===== src/design/qat_pkg.sv =====
// Types, constants and helper functions of the quoted argument tokenizer.
// No dependencies; imported by every module of the block.
package qat_pkg;

  localparam int CHAR_W       = 16;
  localparam int REP_W        = 16;
  localparam int RUN_BITS_DEF = 16;
  localparam int RES_MAX      = 3;   // results one request can cause
  localparam int BQ_DEPTH     = 2;   // result batches held on the output side

  typedef logic [CHAR_W-1:0] char_t;
  typedef logic [REP_W-1:0]  rep_t;

  localparam char_t CH_NUL   = 16'h0000;
  localparam char_t CH_SLASH = 16'h005C;
  localparam char_t CH_HASH  = 16'h0023;
  localparam char_t CH_DQ    = 16'h0022;
  localparam char_t CH_SQ    = 16'h0027;

  typedef enum logic {
    MODE_CHAR = 1'b0,
    MODE_EOL  = 1'b1
  } mode_t;

  typedef enum logic [1:0] {
    KIND_APPEND    = 2'd0,
    KIND_TOKEN_END = 2'd1,
    KIND_LINE_END  = 2'd2
  } kind_t;

  typedef enum logic [1:0] {
    ST_OK     = 2'd0,
    ST_NUL    = 2'd1,
    ST_UNTERM = 2'd2
  } line_status_t;

  typedef struct packed {
    mode_t mode;
    char_t char_code;
  } in_item_t;

  typedef struct packed {
    kind_t        kind;
    char_t        char_value;
    rep_t         repeat_res;
    line_status_t line_status;
    logic         last;
  } out_item_t;

  // All results of one request, packed from entry 0, cnt of them valid.
  typedef struct packed {
    logic [1:0]                cnt;
    out_item_t [RES_MAX-1:0]   item;
  } res_batch_t;

  // Unicode space set
  function automatic logic is_space(input char_t c);
    return c inside {16'h0020, [16'h0009:16'h000D], 16'h0085, 16'h00A0, 16'h1680,
                     [16'h2000:16'h200A], 16'h2028, 16'h2029, 16'h202F, 16'h205F,
                     16'h3000};
  endfunction

endpackage


===== src/design/qat_core.sv =====
// Tokenizer state registers and the single-pass decode of one request.
// Depends on qat_pkg. Produces the packed result batch for qat_outq.
module qat_core #(
  parameter int RUN_BITS = qat_pkg::RUN_BITS_DEF
) (
  input  logic                clk,
  input  logic                rst_n,
  input  logic                take,
  input  qat_pkg::in_item_t   item,
  output qat_pkg::res_batch_t batch
);
  import qat_pkg::*;

  localparam int CNT_W = (RUN_BITS > CHAR_W) ? CHAR_W : RUN_BITS;

  logic             inq_r, inq_nxt;
  logic             qsingle_r, qsingle_nxt;
  logic             tok_r, tok_nxt;
  logic             skip_r, skip_nxt;
  logic             fail_r, fail_nxt;
  logic [CNT_W-1:0] run_r, run_nxt;

  char_t        c, qc;
  logic         run_some, is_q, syn, do_plain;
  logic         a_vld, b_vld, c_vld;
  rep_t         a_rep;
  kind_t        b_kind;
  char_t        b_char;
  line_status_t st;
  out_item_t    it_a, it_b, it_c;

  always_comb begin
    inq_nxt     = inq_r;
    qsingle_nxt = qsingle_r;
    tok_nxt     = tok_r;
    skip_nxt    = skip_r;
    fail_nxt    = fail_r;
    run_nxt     = run_r;

    c        = item.char_code;
    qc       = qsingle_r ? CH_SQ : CH_DQ;
    run_some = (run_r != '0);
    is_q     = (c == CH_DQ) || (c == CH_SQ);
    syn      = inq_r ? (c == qc) : is_q;
    do_plain = 1'b0;

    a_vld  = 1'b0;
    a_rep  = '0;
    b_vld  = 1'b0;
    b_kind = KIND_APPEND;
    b_char = '0;
    c_vld  = 1'b0;
    st     = ST_OK;

    if (item.mode == MODE_EOL) begin
      a_vld = run_some;
      a_rep = REP_W'(run_r);
      if (fail_r) begin
        st = ST_NUL;
      end else if (inq_r) begin
        st = ST_UNTERM;
      end else begin
        st = ST_OK;
      end
      if ((st == ST_OK) && tok_r) begin
        b_vld  = 1'b1;
        b_kind = KIND_TOKEN_END;
      end
      c_vld       = 1'b1;
      inq_nxt     = 1'b0;
      qsingle_nxt = 1'b0;
      tok_nxt     = 1'b0;
      skip_nxt    = 1'b0;
      fail_nxt    = 1'b0;
      run_nxt     = '0;
    end else if (fail_r || skip_r) begin
      // rest of the line is dropped
    end else if (c == CH_NUL) begin
      a_vld    = run_some;
      a_rep    = REP_W'(run_r);
      run_nxt  = '0;
      fail_nxt = 1'b1;
    end else if (c == CH_SLASH) begin
      if (run_r != '1) begin
        run_nxt = run_r + CNT_W'(1);
      end
      tok_nxt = 1'b1;
    end else if (run_some && syn) begin
      // escaped or live quote: half the run goes out as literal backslashes
      run_nxt = '0;
      a_vld   = ((run_r >> 1) != '0);
      a_rep   = REP_W'(run_r >> 1);
      if (run_r[0]) begin
        b_vld  = 1'b1;
        b_char = c;
      end else if (inq_r) begin
        inq_nxt = 1'b0;
      end else begin
        inq_nxt     = 1'b1;
        qsingle_nxt = (c == CH_SQ);
      end
    end else begin
      a_vld    = run_some;
      a_rep    = REP_W'(run_r);
      run_nxt  = '0;
      do_plain = 1'b1;
    end

    if (do_plain) begin
      if (inq_r) begin
        if (c == qc) begin
          inq_nxt = 1'b0;
        end else begin
          b_vld  = 1'b1;
          b_char = c;
        end
      end else if ((c == CH_HASH) && !tok_r) begin
        skip_nxt = 1'b1;
      end else if (is_q) begin
        inq_nxt     = 1'b1;
        qsingle_nxt = (c == CH_SQ);
        tok_nxt     = 1'b1;
      end else if (is_space(c)) begin
        if (tok_r) begin
          b_vld   = 1'b1;
          b_kind  = KIND_TOKEN_END;
          tok_nxt = 1'b0;
        end
      end else begin
        b_vld   = 1'b1;
        b_char  = c;
        tok_nxt = 1'b1;
      end
    end

    it_a = '{kind: KIND_APPEND, char_value: CH_SLASH, repeat_res: a_rep,
             line_status: ST_OK, last: !b_vld && !c_vld};
    it_b = '{kind: b_kind, char_value: b_char,
             repeat_res: (b_kind == KIND_APPEND) ? rep_t'(1) : '0,
             line_status: ST_OK, last: !c_vld};
    it_c = '{kind: KIND_LINE_END, char_value: '0, repeat_res: '0,
             line_status: st, last: 1'b1};

    batch.item[0] = a_vld ? it_a : (b_vld ? it_b : it_c);
    batch.item[1] = (a_vld && b_vld) ? it_b : it_c;
    batch.item[2] = it_c;
    batch.cnt     = 2'(a_vld) + 2'(b_vld) + 2'(c_vld);
  end

  always_ff @(posedge clk) begin
    if (!rst_n) begin
      inq_r     <= 1'b0;
      qsingle_r <= 1'b0;
      tok_r     <= 1'b0;
      skip_r    <= 1'b0;
      fail_r    <= 1'b0;
      run_r     <= '0;
    end else if (take) begin
      inq_r     <= inq_nxt;
      qsingle_r <= qsingle_nxt;
      tok_r     <= tok_nxt;
      skip_r    <= skip_nxt;
      fail_r    <= fail_nxt;
      run_r     <= run_nxt;
    end
  end

endmodule


===== src/design/qat_outq.sv =====
// Result batch queue: holds decoded batches and hands out their results one at a time.
// Depends on qat_pkg.
module qat_outq (
  input  logic                clk,
  input  logic                rst_n,
  input  logic                push,
  input  qat_pkg::res_batch_t batch,
  output logic                room,
  output logic                out_valid,
  input  logic                out_ready,
  output qat_pkg::out_item_t  out_data
);
  import qat_pkg::*;

  localparam int PTR_W  = (BQ_DEPTH > 1) ? $clog2(BQ_DEPTH) : 1;
  localparam int FILL_W = $clog2(BQ_DEPTH + 1);
  localparam int IDX_W  = $clog2(RES_MAX);

  res_batch_t        bq_r [BQ_DEPTH];
  logic [PTR_W-1:0]  wr_ptr_r, wr_ptr_nxt;
  logic [PTR_W-1:0]  rd_ptr_r, rd_ptr_nxt;
  logic [FILL_W-1:0] fill_r, fill_nxt;
  logic [IDX_W-1:0]  idx_r, idx_nxt;
  logic              pop_item, pop_batch;

  assign out_valid = (fill_r != '0);
  assign out_data  = bq_r[rd_ptr_r].item[idx_r];
  assign room      = (fill_r != FILL_W'(BQ_DEPTH));
  assign pop_item  = out_valid && out_ready;
  assign pop_batch = pop_item && out_data.last;

  always_comb begin
    wr_ptr_nxt = wr_ptr_r;
    rd_ptr_nxt = rd_ptr_r;
    idx_nxt    = idx_r;
    if (push) begin
      wr_ptr_nxt = (wr_ptr_r == PTR_W'(BQ_DEPTH - 1)) ? '0 : wr_ptr_r + PTR_W'(1);
    end
    if (pop_batch) begin
      rd_ptr_nxt = (rd_ptr_r == PTR_W'(BQ_DEPTH - 1)) ? '0 : rd_ptr_r + PTR_W'(1);
      idx_nxt    = '0;
    end else if (pop_item) begin
      idx_nxt = idx_r + IDX_W'(1);
    end
    fill_nxt = fill_r + FILL_W'(push) - FILL_W'(pop_batch);
  end

  always_ff @(posedge clk) begin
    if (!rst_n) begin
      wr_ptr_r <= '0;
      rd_ptr_r <= '0;
      fill_r   <= '0;
      idx_r    <= '0;
    end else begin
      wr_ptr_r <= wr_ptr_nxt;
      rd_ptr_r <= rd_ptr_nxt;
      fill_r   <= fill_nxt;
      idx_r    <= idx_nxt;
    end
  end

  always_ff @(posedge clk) begin
    if (push) begin
      bq_r[wr_ptr_r] <= batch;
    end
  end

endmodule


===== src/design/quoted_argument_tokenizer.sv =====
// Top level of the quoted argument tokenizer.
// Depends on qat_pkg, qat_core and qat_outq.
//
// Usage:
//   in_*  : one request per character (mode char) or end of line (mode eol).
//   out_* : results in order: append (char_value x repeat_res), token end,
//           line end with status; last marks the final result of a request.
// Results: the batch of an accepted request is registered in the queue
//   before its first result shows; a request with k results gives k transfers.
//   Requests that cause no result leave nothing behind.
// Throughput: one request per cycle while each causes at most one result
//   and the receiver keeps out_ready high. The queue holds two result
//   batches, so in_ready depends only on registered fill, not on out_ready.
// Reset: synchronous on rst_n low; tokenizer state is cleared, the queue is
//   emptied and out_valid drops.
// Stall: with out_ready low the current result holds; input is still taken
//   until both batch slots are full, then in_ready drops.
module quoted_argument_tokenizer #(
  parameter int RUN_BITS = qat_pkg::RUN_BITS_DEF
) (
  input  logic               clk,
  input  logic               rst_n,
  input  logic               in_valid,
  output logic               in_ready,
  input  qat_pkg::in_item_t  in_data,
  output logic               out_valid,
  input  logic               out_ready,
  output qat_pkg::out_item_t out_data
);
  import qat_pkg::*;

  logic       take;
  logic       push;
  res_batch_t batch;

  // decode runs against state in the same cycle the request is taken
  assign take = in_valid && in_ready;
  assign push = take && (batch.cnt != '0);

  qat_core #(
    .RUN_BITS (RUN_BITS)
  ) u_core (
    .clk   (clk),
    .rst_n (rst_n),
    .take  (take),
    .item  (in_data),
    .batch (batch)
  );

  qat_outq u_outq (
    .clk       (clk),
    .rst_n     (rst_n),
    .push      (push),
    .batch     (batch),
    .room      (in_ready),
    .out_valid (out_valid),
    .out_ready (out_ready),
    .out_data  (out_data)
  );

endmodule


===== config.mk =====
export PLATFORM = sky130hd
export DESIGN_NAME = quoted_argument_tokenizer
export DESIGN_NICKNAME = d
export VERILOG_FILES = /design/src/design/qat_pkg.sv /design/src/design/qat_core.sv /design/src/design/qat_outq.sv /design/src/design/quoted_argument_tokenizer.sv
export SDC_FILE = /design/constraint.sdc
export NUM_CORES = 1
export LEC_CHECK = 0
export BUFFER_PORTS_ARGS = -buffer_cell sky130_fd_sc_hd__buf_4
export CAP_MARGIN = 20
export CORE_ASPECT_RATIO = 1.75
export CORE_MARGIN = 1
export CORE_UTILIZATION = 40
export DETAILED_ROUTE_END_ITERATION = 8
export PLACE_DENSITY = 0.66
export SLEW_MARGIN = 20
export SYNTH_ARGS = -nofsm -noshare
export SYNTH_HDL_FRONTEND = slang
export SYNTH_SLANG_ARGS = --single-unit

===== constraint.sdc =====
create_clock -name clk -period 9 [get_ports clk]
set_input_delay 0.45 -clock clk [delete_from_list [all_inputs] [get_ports clk]]
set_output_delay 0.45 -clock clk [all_outputs]
set_load 0.01 [all_outputs]

==> reports/metrics.cfg, run 1 <==
[yosys]
netlist_instances=578
synth_area_leaders=edfxtp_1 (50%), dfxtp_1 (7.7%), mux4_2 (6.2%)
syn_nets=604
synth_top_cell_by_area=edfxtp_1
async_flop_share=0
synth_top_area_frac=0.5028
seq_area_frac_synth=0.5798
synth_ff_type=edfxtp_1
post_synth_num_cell_types=70
syn-cell-area_um2=7286
syn_avg_cell_area_um2=12.61
synth-seq-cells=150
synth_edf_count=122
yosysWarnings=0

[floorplan]
row_count=65
die_w_um=104.0
fp.dieH_um=180.5
core_um2=17890
dieArea_um2=18780
initial_core_util=0.4072
io_pins=60

[timing]
finalHoldViolations=0
fmax_ghz=0.2214
rsz0062_at_grt=false
relSlewSlack=0.2844
setup_viol=0
drv_slew=0
finClkSkew_ns=0.01418
worst_pin_slew_ns=1.073
finalCritPeriodShare=0.5019
setup_tns_ns=0
period_minus_slack_ns=4.517
timing.hold.ws_ns=0.3718

[outcome]
status=finished, final reports clean

[routing]
num_vias=4955
viasPerCell=5.663
wl_mm=17.05
antenna_left=0
wl_per_cell_um=19.48
drc=0
drt_first_pass_iters=5
dr.first_iter.drc_count=323

[place]
port-buffer-count=59
placed_area_um2=7939
dp_hpwl_mm=12.30
placed_cells=843
gp_congestion=0.9025

[worst_hold_path]
whs_path_depth=2
hold_class=primary input to flip-flop

[setup_path]
worstPathArrival_ns=4.57
reg2reg_setup_slack_ns=4.84
crit_end=u_outq.bq_r[1][75]
critPathKind=primary input to flip-flop
timing.rr.start=u_core.run_r[6]
crit_path_max_fanout=51
cp-start-kind=primary input
rr_worst_depth=11
crit_required_ns=9.05
endpoint_kind=flip-flop
startpoint=in_data[8]
worstReg2RegEnd=u_outq.bq_r[1][75]

[clock_network]
holdBufCountCts=0
post_cts_buffers=0
h-tree-depth=4
cts_tree=built
cts-root-buf=clkbuf_16
cts_resized=0
path_clk_slew_ns=0.06
clock-sinks=150
cts_max_path_buffers=2
clk_latency_ns=0.43
cts_made_buffers=17

[global_routing]
grt-ovfl-total=0
grt_max_degree=52
grt_pass1_vias=5110
grt_pass1_wl_mm=27.41
antenna_found_initial=0
grt_usage=0.1918

[finish]
finish.instance_area_um2=8542
fin_cells=875
layout_commonest_cell=edfxtp_1
layout.nets=654
drive_above_1_share=0.2278
mostFrequentLayoutCells=edfxtp_1 (122), buf_4 (67), nor2_1 (44)
antenna_cells=0
area_delta_synth_final_pct=17.24

[power_and_ir_drop]
ir_worst_vdd_v=0.0001202
total_leakage_power_nw=3.025
power-per-cell-area_nw_per_um2=254.6
p_total_mw=2.175

[run]
drv_cap=0

synth_stat cells, drive strengths merged, types with 2 or more instances:
cell	count
mux2	3
edfxtp	122
nand3b	4
a21oi	15
buf	8
a211oi	5
or4	5
and3	16
dfxtp	28
and2	26
inv	11
o211a	2
nand2	21
or4b	3
nand3	12
nand4	7
nor3b	11
mux4	20
nor3	15
and3b	2
clkbuf	28
a21o	7
a2111oi	3
xnor2	5
nor4b	2
or2	5
mux2i	20
nand4b	3
a221oi	2
or3	6
xor2	11
nand2b	4
and4	5
a22o	13
o21ai	19
o31ai	4
nor2b	24
ha	5
nor4	9
o21a	6
nor2	44
o22ai	3
routing by layer:
metal | GRT usage | wire [um] | vias up
li1 | - | - | 2319
met5 | 0 | 0 | -
met4 | 0.1160 | 805 | 0
met3 | 0.03110 | 617 | 43
met2 | 0.3595 | 9568 | 155
met1 | 0.1967 | 6054 | 2438
metrics by stage:
| step | setup WS, ns | util |
|---|---|---|
| after floorplan | 1.339 | - |
| after global placement | 4.180 | 0.4437 |
| after detailed placement | 4.053 | 0.4437 |
| after CTS | 4.486 | 0.4770 |
| after global routing | 4.251 | 0.4774 |
| final | 4.483 | 0.4774 |
worst max-delay path: stages:
cell and delay (ns):
buf_4 0.12, or4_4 0.58, or4_1 0.70, o21ai_4 0.27
nand4b_1 0.13, a31o_1 0.27, or2_1 0.41, ha_1 0.36
a211oi_1 0.06, nor2_1 0.18, and2_2 0.35, buf_4 0.62
power by group:
group,switching [mW],internal (mW),leakage (nW)
Combinational,0.294,0.265,1.37
Sequential,0.0335,0.873,1.37
Clock,0.292,0.417,0.282
layout make-up:
class | count | area (um2)
Clock buffer | 18 | 429.2
Clock inverter | 14 | 166.4
Fill cell | 1617 | 9350
Inverter | 12 | 45.04
Multi-Input combinational cell | 380 | 2880
Sequential cell | 150 | 4225
Tap cell | 234 | 292.8
Timing Repair Buffer | 67 | 503.0
sequential cells by signal, summed over array words and instances (netlist names), 2 cells and up, named ones only:
name           cells
u_core.run_r      16
u_outq.bq_r      122
u_outq.fill_r      2
u_outq.idx_r       2
worst min path at each step:
stage	startpoint	to	slack, ns
global route	rst_n	u_outq.wr_ptr_r	0.37
floorplan	u_core.run_r[11]	u_core.run_r[11]	0.49
CTS	rst_n	u_core.fail_r	0.35
finish	rst_n	u_outq.wr_ptr_r	0.37
detailed placement	u_core.run_r[5]	u_core.run_r[5]	0.54
global placement	u_core.run_r[5]	u_core.run_r[5]	0.52
logic make-up (layout without fill, tap and decap cells):
kind of cell / after synthesis / in the layout / share of synthesized area
AO/OA/AOI/OAI: 89 / 89 / 0.08845
XOR/XNOR: 16 / 16 / 0.01923
adder cells (fa/ha/maj): 5 / 5 / 0.008587
buffers and inverters: 48 / 111 / 0.02765
flip-flops: 150 / 150 / 0.5798
multiplexers: 43 / 43 / 0.09394
AND/OR/NAND/NOR: 227 / 227 / 0.1824
Note: power is estimated with default switching activity, not from simulation.
==> inputs of run 2 (changes only) <==
PLACE_DENSITY = 0.68   (was 0.66)
clock period = 3.81 ns   (was 9 ns; I/O delays follow)
==> run 2 against run 1 <==
Non-clock buffer count increased by 12. Critical path depth decreased by 1. Via count increased by 0.14%. Worst hold slack got worse by 0.29 ns. Largest power group unchanged. Sequential cell count unchanged. Total power increased by 140%. Setup slack got worse by 4.2 ns. Critical endpoint is now u_outq.bq_r[1][2]. Count of clock-buffer cells in the layout decreased by 1. Sequential power increased by 140%. Clock power increased by 130%. Die area unchanged. Global-route usage decreased by 0.51 points.
==> reports/metrics.cfg, run 2 (synthesis gave the netlist of run 1 again) <==
[power_and_ir_drop]
p_total_mw=5.114  ; +140%
total_leakage_power_nw=3.093  ; +2.2%
power.share.switching=0.2898  ; +0.004649
p_int_mw=3.632  ; +130%
p_switching_mw=1.482  ; +140%
seq_power_share=0.423  ; +0.006
ir_worst_vdd_v=0.0002309  ; +92%
p_clk_frac=0.314  ; -0.012
power-per-cell-area_nw_per_um2=588.9  ; +130%
p_comb_frac=0.264  ; +0.007

[setup_path]
crit_path_max_fanout=19  ; -63%
endpoint_kind=flip-flop
worstReg2RegEnd=u_outq.bq_r[1][2]
reg2reg_setup_slack_ns=0.26  ; -4.58 ns
path_cells=nor4_1 > nand4_1 > nor2_1 > nor3_1 > and3_1 > or2_1 > ha_4 > a211oi_2 > nor2_1 > and2_4 > buf_12
crit_required_ns=3.94  ; -5.11 ns
crit_buf_inv=1  ; -1
critPathKind=flip-flop to flip-flop
cp_common_cell=nor2_1
critPathTopFamily=simple AND/OR/NAND/NOR gates
worst_path_max_delay_cell=nor4_1
cpPeakStageDelay_ns=0.54  ; -0.16 ns
rr_worst_depth=11  ; unchanged
cp-start-kind=flip-flop
worstPathArrival_ns=3.68  ; -0.89 ns
timing.rr.start=u_core.run_r[6]

[clock_network]
clock-sinks=150  ; unchanged
cts_max_path_buffers=2  ; unchanged
cts_resized=0  ; unchanged
post_cts_buffers=0  ; unchanged
holdBufCountCts=0  ; unchanged
cts_tree=built
cts-root-buf=clkbuf_16
h-tree-depth=4  ; unchanged
path_clk_slew_ns=0.07  ; about the same
cts_made_buffers=17  ; unchanged
clk_latency_ns=0.42  ; about the same

[routing]
drt_first_pass_iters=5  ; unchanged
wl_mm=16.78  ; -1.6%
drc=0  ; unchanged
dr.first_iter.drc_count=334  ; +3.4%
wl_per_cell_um=18.92  ; -2.9%
num_vias=4962  ; +0.14%
antenna_left=0  ; unchanged
viasPerCell=5.594  ; -1.2%

[floorplan]
core_um2=17890  ; unchanged
die_w_um=104.0  ; unchanged
io_pins=60  ; unchanged
dieArea_um2=18780  ; unchanged
fp.dieH_um=180.5  ; unchanged
initial_core_util=0.4072  ; unchanged
row_count=65  ; unchanged

[finish]
largest_reg_flops=122  ; unchanged
drive_above_1_share=0.2450  ; +0.01725
finish.instance_area_um2=8683  ; +1.7%
layout_commonest_cell=edfxtp_1
antenna_cells=0  ; unchanged
top_register=u_outq.bq_r
fillerInstances=1626  ; +0.56%
top_regs=u_outq.bq_r: 122 flops, u_core.run_r: 16 flops
area_delta_synth_final_pct=19.18
layout.nets=666  ; +1.8%
mostFrequentLayoutCells=edfxtp_1 (122), buf_4 (75), nor2_1 (44)

[global_routing]
antenna_found_initial=0  ; unchanged
grt-ovfl-total=0  ; unchanged
grt_usage=0.1867  ; -0.005124
grt_pass1_wl_mm=26.72  ; -2.5%
grt_max_degree=47  ; -9.6%
grt_pass1_vias=5063  ; -0.92%

[timing]
setup_viol=0  ; unchanged
fin_ws_ns=0.2606  ; -4.223 ns
finalCritPeriodShare=0.9316
worst_pin_slew_ns=0.7298  ; -0.3437 ns
timing.hold.ws_ns=0.08329  ; -0.2885 ns
drv_slew=0  ; unchanged
fmax_ghz=0.2817
relSlewSlack=0.5069  ; +0.2225
finalHoldViolations=0  ; unchanged
setup_tns_ns=0  ; unchanged
period_minus_slack_ns=3.549
rsz0062_at_grt=false
finClkSkew_ns=0.009594  ; -0.004587 ns

[worst_hold_path]
whs_path_depth=3  ; +1
hold_class=primary input to flip-flop
min-delay-start=rst_n
hold_end=u_core.fail_r

[run]
drv_cap=0  ; unchanged

[place]
pre_cts_ws_ns=0.1464  ; -3.907 ns
dp_hpwl_mm=12.18  ; -1.0%
gp_congestion=0.8910  ; -1.3%
port-buffer-count=59  ; unchanged
placed_area_um2=8108  ; +2.1%

[outcome]
status=finished, final reports clean

-- run 2: per-layer routing --
metal / vias up / track usage / share of wire
met4: 0 / 0.09657 / 0.032
met2: 128 / 0.3480 / 0.57
met3: 34 / 0.03689 / 0.034
met1: 2468 / 0.1955 / 0.37
met5: - / 0 / 0
li1: 2332 / - / -
-- run 2: worst max path at each step --
stage	slack [ns]	end	cells after the start	from
CTS	0.34	u_outq.bq_r[1][2]	11	u_core.run_r[6]
global route	0.09	u_outq.fill_r[1]	13	u_core.run_r[6]
global placement	0.18	u_outq.fill_r[1]	14	in_data[8]
finish	0.26	u_outq.bq_r[1][2]	11	u_core.run_r[6]
detailed placement	0.15	u_outq.bq_r[1][74]	12	in_data[8]
floorplan	-0.72	u_outq.bq_r[0][0]	12	in_data[6]
-- run 2: power groups by stage --
| stage | combinational, mW | clock, mW | sequential (mW) |
|---|---|---|---|
| floorplan | 0.856 | 0 | 2.14 |
| CTS | 1.37 | 1.63 | 2.16 |
| global placement | 1.35 | 0 | 2.18 |
| global route | 1.46 | 1.69 | 2.19 |
| finish | 1.35 | 1.60 | 2.16 |
| detailed placement | 1.37 | 0 | 2.20 |
-- run 2: stage by stage --
step	cells	util
floorplan	578	-
finish	887	0.4853
global route	887	0.4853
CTS	887	0.4849
detailed placement	855	0.4531
global placement	855	0.4531
-- run 2: cell type report --
type,instances,area [um2],area share
Sequential cell,150,4225,0.4866
Multi-Input combinational cell,380,2909,0.3350
Timing Repair Buffer,79,643.1,0.07406
Clock buffer,17,425.4,0.04899
Tap cell,234,292.8,0.03372
Clock inverter,15,142.6,0.01643
Inverter,12,45.04,0.005187
-- run 2: tightest hold or removal path, stage by stage --
cell     delay, ns
buf_4         0.17
nand2_1       0.07
nor2_1        0.04
